File: config.mk
export PLATFORM = sky130hd
export DESIGN_NAME = cvg_front
export DESIGN_NICKNAME = d
export VERILOG_FILES = /design/src/rtl/cvg_pkg.sv /design/src/rtl/cvg_front.sv
export SDC_FILE = /design/constraint.sdc
export NUM_CORES = 1
export LEC_CHECK = 0
export BUFFER_PORTS_ARGS = -buffer_cell sky130_fd_sc_hd__buf_2
export CORE_MARGIN = 2
export CORE_UTILIZATION = 45
export DETAILED_ROUTE_END_ITERATION = 10
export PLACE_DENSITY = 0.66
export SYNTH_ARGS = -nofsm -noshare
export SYNTH_HDL_FRONTEND = slang
export SYNTH_SLANG_ARGS = --single-unit
File: constraint.sdc
create_clock -name clk -period 4.1 [get_ports clk]
set_clock_uncertainty 0.15 [all_clocks]
set_input_delay 0.205 -clock clk [delete_from_list [all_inputs] [get_ports clk]]
set_output_delay 0.205 -clock clk [all_outputs]
set_load 0.02 [all_outputs]
File: src/rtl/cvg_pkg.sv
// shared types, constants and helpers for the circle vertex generator
// no dependencies
`timescale 1ns / 1ps

package cvg_pkg;

  localparam int SEGMENTS = 100;
  localparam int IDX_W    = 10;
  localparam int SEG_W    = $clog2(SEGMENTS);
  localparam int IN_W     = 16;
  localparam int OUT_W    = 120;

  localparam logic [63:0] Q30         = 64'd1073741824;
  localparam logic [63:0] PI_HALF_Q30 = 64'd1686629713;
  localparam logic signed [32:0] NEAR_EPS = 33'sd107374;

  typedef enum logic [2:0] {
    REG_CENTRE_X = 3'd0,
    REG_CENTRE_Y = 3'd1,
    REG_CENTRE_Z = 3'd2,
    REG_RADIUS   = 3'd3,
    REG_NORMAL_X = 3'd4,
    REG_NORMAL_Y = 3'd5,
    REG_NORMAL_Z = 3'd6
  } reg_idx_t;

  typedef struct packed {
    logic [IDX_W-1:0] seg;
    logic [IDX_W-1:0] edge_end;
    logic             bad;
  } q_item_t;

  typedef struct packed {
    logic               ready;
    logic signed [31:0] t0;
    logic signed [31:0] t1;
    logic signed [31:0] b0;
    logic signed [31:0] b1;
    logic signed [31:0] b2;
  } basis_t;

  // round to nearest by 2^30, ties away from zero
  function automatic logic signed [35:0] rnd30(input logic signed [65:0] v);
    logic [65:0] mag;
    logic [65:0] m;
    mag = v[65] ? 66'(-v) : 66'(v);
    m = (mag + 66'd536870912) >> 30;
    return v[65] ? 36'(-m) : 36'(m);
  endfunction

  // {sin, cos} in q2.30 for point i, only evaluated with constant i
  function automatic logic [63:0] trig_entry(input int unsigned i);
    logic [63:0] q;
    logic [63:0] r;
    logic [63:0] x;
    logic [63:0] x2;
    logic [63:0] s;
    logic [63:0] c;
    logic [63:0] tmp;
    logic        sw;
    logic [31:0] co;
    logic [31:0] si;
    q = 64'((4 * i) / SEGMENTS);
    r = 64'(4 * i) - q * 64'(SEGMENTS);
    sw = (2 * r) > 64'(SEGMENTS);
    if (sw) r = 64'(SEGMENTS) - r;
    x = (PI_HALF_Q30 * r + 64'(SEGMENTS / 2)) / 64'(SEGMENTS);
    x2 = (x * x) >> 30;
    s = Q30;
    s = Q30 - ((x2 * s) >> 30) / 72;
    s = Q30 - ((x2 * s) >> 30) / 42;
    s = Q30 - ((x2 * s) >> 30) / 20;
    s = Q30 - ((x2 * s) >> 30) / 6;
    s = (x * s) >> 30;
    c = Q30;
    c = Q30 - ((x2 * c) >> 30) / 90;
    c = Q30 - ((x2 * c) >> 30) / 56;
    c = Q30 - ((x2 * c) >> 30) / 30;
    c = Q30 - ((x2 * c) >> 30) / 12;
    c = Q30 - ((x2 * c) >> 30) / 2;
    if (sw) begin
      tmp = s;
      s = c;
      c = tmp;
    end
    unique case (q[1:0])
      2'd0: begin co = c[31:0];       si = s[31:0];       end
      2'd1: begin co = 32'(-s[31:0]); si = c[31:0];       end
      2'd2: begin co = 32'(-c[31:0]); si = 32'(-s[31:0]); end
      default: begin co = s[31:0];    si = 32'(-c[31:0]); end
    endcase
    return {si, co};
  endfunction

endpackage

File: src/rtl/cvg_front.sv
// front end: accepts segment indexes, classifies them and queues them
// depends on cvg_pkg
`timescale 1ns / 1ps

module cvg_front (
  input  logic                    clk,
  input  logic                    rst,
  input  logic                    s_tvalid,
  output logic                    s_tready,
  input  logic [cvg_pkg::IN_W-1:0] s_tdata,   // [9:0] segment_index
  input  logic                    accept_en,
  input  logic                    zero_normal,
  input  logic                    pop,
  output cvg_pkg::q_item_t        head,
  output logic                    head_valid
);
  import cvg_pkg::*;

  q_item_t          ent [2];
  logic             wr_ptr;
  logic             rd_ptr;
  logic [1:0]       cnt;
  logic             push;
  logic             do_pop;
  logic [IDX_W-1:0] idx;
  logic [IDX_W:0]   idx_inc;
  q_item_t          item;

  assign idx      = s_tdata[IDX_W-1:0];
  assign idx_inc  = {1'b0, idx} + 1'b1;
  assign s_tready = accept_en && (cnt != 2'd2);
  assign push     = s_tvalid && s_tready;
  assign do_pop   = pop && (cnt != 2'd0);

  always_comb begin
    item.bad = zero_normal || ({1'b0, idx} >= (IDX_W+1)'(SEGMENTS));
    item.seg = item.bad ? '0 : idx;
    if (item.bad || idx_inc >= (IDX_W+1)'(SEGMENTS)) begin
      item.edge_end = '0;
    end else begin
      item.edge_end = idx_inc[IDX_W-1:0];
    end
  end

  always_ff @(posedge clk) begin
    if (rst) begin
      wr_ptr <= 1'b0;
      rd_ptr <= 1'b0;
      cnt    <= 2'd0;
    end else begin
      if (push) wr_ptr <= !wr_ptr;
      if (do_pop) rd_ptr <= !rd_ptr;
      cnt <= cnt + 2'(push) - 2'(do_pop);
    end
  end

  always_ff @(posedge clk) begin
    if (push) ent[wr_ptr] <= item;
  end

  assign head       = ent[rd_ptr];
  assign head_valid = (cnt != 2'd0);

endmodule

==> metrics.md <==
| Metric | Value |
|---|---|
| Non-Filler Instances | between 200 and 250 |
| Syn Inst Count | 138 |
| Critical Path AT | approximately 1800 ps |
| Worst vdd ir | 156 uV |
| Full die area | between 0.005 and 0.006 mm2 |
| Mux contribution to synthesized area | 11.2% |
| # IOs | 45 |
| Total gr overflow | 0 |
| Slowest-stage cell, CP | dfxtp_1 |
| Dpl ws | around 2000 ps |
| Placed Instances | 236 |
| Detail Placement HPWL | approximately 2400 um |
| Syn Std Cell Area | 0.00211 mm2 |
| Max-capacitance violation count | 0 |
| F_max | 458 MHz |
| Htree depth | 2 |
| Routed met2 length | 1790 um |
| Largest net degree at the start of global routing | 22 |
| Placer Congestion | 0.878 |
| Power Dens Cells | 478 mW/mm2 |
| GRT Overall Usage | 14.5% |
| Max clock buf depth | 2 |
| # Post-CTS Setup Buffers | 0 |
| Hold_ws | 166 ps |
| Clock insertion delay at the later pin of the skew report | about 290 ps |
| Endpoints failing hold | 0 |
| RSZ-0062 raised after global routing | no |
| Layout area overhead | 18.2% |
| First-pass GRT wire length | 5620 um |
| Die height | around 73 um |
| Count of pins over their slew limit | 0 |
| Largest family of logic cells by synthesized area | multiplexers |
| Initial antenna violation count | 0 |
| Buf/Inv on CP | 1 |
| Initial core utilization | 47.6% |
| Crit-path leading delay family | flip-flops |
| Synthesized area per cell | ~15 um2 |
| Fin crit share | 53.2% |
| Vias in the first global route | ~1,300 |
| Number of diodes | 0 |
| CTS tree | done |
| CTS Root Cell | clkbuf_8 |
| DRT iter0 DRCs | 58 |
| Required @ worst endpoint | 3740 ps |
| Port Buf Inserts | 38 |
| Vias per cell | roughly 5.2 |
| Post-Synth Adder-Cell Area | 2.37% |
| Clock-pin slew on the worst setup and hold paths | 80 ps |
| XOR/XNOR share of the synthesized area | 3.73% |
| Highest metal used | met4 |
| Tot Pwr | 1.19 mW |
| Final setup fails | 0 |
| Hold WC Path Type | in -> reg |
| Layout cells sized above 1 | 44.0% |
| Avg WL per Cell | 14.2 um |
| Final WL | 3470 um |
| FILL cells | 371 |
| Met3 WL post-DR | 170 um |
| Status | complete, no violations |
| Yosys Warn Count | 0 |
| Nets@finish | 218 |
| Drt pass-1 iters | 4 |
| Routed via count | 1,282 |
| Critical path peak fanout | 21 |
| Sequential element share of the synthesized area | 64.4% |
| Crit path cell chain | mux2_2, buf_2 |
| Biggest cell delay along the critical path | 950 ps |
| Final Critical Period | 2180 ps |
| Actual slew at the worst max-slew pin | 1090 ps |
| Final worst slack | 1920 ps |
| Core Region | 0.00444 mm2 |
| Setup tns final | 0 ps |
| Synth Area in Simple Gates | 8.05% |
| Leak | 0.928 nW |
| CTS Sinks | 47 |
| CP startpoint kind | flop |
| Compound-Gate Fraction of Synth Area | 7.99% |
| Num CTS Buffers | 5 |
| Post-synth cell types | 29 |
| Post-route ant nets | 0 |
| Crit path kind | reg -> out |
| Die span in x | 72.5 um |
| Row cnt | 24 |
| Yosys reg bits | 47 |
| Wl on met1 | around 1400 um |
| Setup crit end kind | primary output |
| Slew headroom | 27.3% |
| # DRC | 0 |
-- flip-flops by register name (all words and copies together), names as in the netlist, named ones only --
register and flops:
cnt 2, rd_ptr 1, ent 42, wr_ptr 1
-- layout make-up --
cell class / count / area [um2] / area share (%)
clock buffer: 7 / 86.3 / 3.46
inverter: 6 / 25.0 / 1.00
multi-input combinational: 93 / 754 / 30.2
tap: 52 / 65.1 / 2.61
sequential: 47 / 1360 / 54.5
timing repair buffer: 39 / 200 / 8.02
clock inverter: 1 / 5.00 / 0.200
-- report_power, final --
group          switching, mW  internal, mW
clock                  0.141         0.136
sequential            0.0396         0.565
combinational          0.173         0.139
total                  0.354         0.841
-- worst paths after layout --
| kind | from | end | slack, ps | cells after the start |
|---|---|---|---|---|
| worst min register to register | rd_ptr | rd_ptr | 380 | 2 |
| worst max-delay path | flop | head[2] | 1920 | 2 |
| worst min-delay path | s_tdata[0] | ent[1][1] | 170 | 2 |
| worst max register to register | cnt[1] | cnt[1] | 2060 | 8 |
-- metal layers --
layer	vias up	track usage [%]
met5	-	0
met4	0	7.41
met3	8	4.58
met2	54	25.3
met1	611	15.6
li1	609	-
-- Yosys cell counts --
cell / n / share of area (%)
xnor2_1: 6 / 2.5
nor2_1: 11 / 2.0
o21ai_4: 1 / 0.77
or3_4: 1 / 0.53
dfxtp_1: 5 / 4.7
or2_2: 1 / 0.30
clkbuf_1: 2 / 0.36
conb_1: 1 / 0.18
nand3_1: 2 / 0.47
xor2_1: 3 / 1.2
or4_4: 1 / 0.53
o32a_1: 1 / 0.47
and2_1: 3 / 0.89
nor2b_1: 1 / 0.30
a211oi_2: 6 / 3.6
ha_1: 4 / 2.4
inv_1: 5 / 0.89
edfxtp_1: 42 / 60
o211ai_1: 2 / 0.71
o21a_1: 1 / 0.36
inv_4: 1 / 0.30
and2_2: 5 / 1.8
a21oi_1: 3 / 0.71
mux2_2: 21 / 11
o31a_1: 1 / 0.41
buf_6: 1 / 0.53
nand4b_1: 1 / 0.41
a31oi_4: 1 / 1.0
nand2_1: 5 / 0.89
-- stage by stage --
stage	utilization [%]	area (um2)
final	56.2	2500
after global routing	56.2	2500
after CTS	56.2	2500
after detailed placement	53.9	2400
after global placement	53.9	2400
after floorplan	-	2150
-- cell usage in the layout, fill, tap and decap left out, drive strengths merged --
cell type    netlist  final
o31a               1      1
nand3              2      2
a211oi             6      6
or2                1      1
a31oi              1      1
nand4b             1      1
nand2              5      5
o21ai              1      1
or4                1      1
inv                6      6
or3                1      1
ha                 4      4
buf                1     38
mux2              21     21
edfxtp            42     42
xnor2              6      6
dlygate4sd3        0      1
o211ai             2      2
clkbuf             2      7
xor2               3      3
dfxtp              5      5
nor2              11     11
nor2b              1      1
a21oi              3      3
clkinv             0      1
o21a               1      1
conb               1     12
and2               8      8
o32a               1      1
-- kinds of logic after synthesis --
group / Yosys count
AO/OA/AOI/OAI: 16
XOR/XNOR: 9
adder cells (fa/ha/maj): 4
buffers and inverters: 9
flip-flops: 47
multiplexers: 21
other: 1
AND/OR/NAND/NOR: 31
-- what timing repair did --
action                                 4_1_cts  5_1_grt
endpoints found under the hold margin        5        0
gates resized for setup                      0        0
hold buffers                                 1        0
Power figures use the tool's default switching activity.
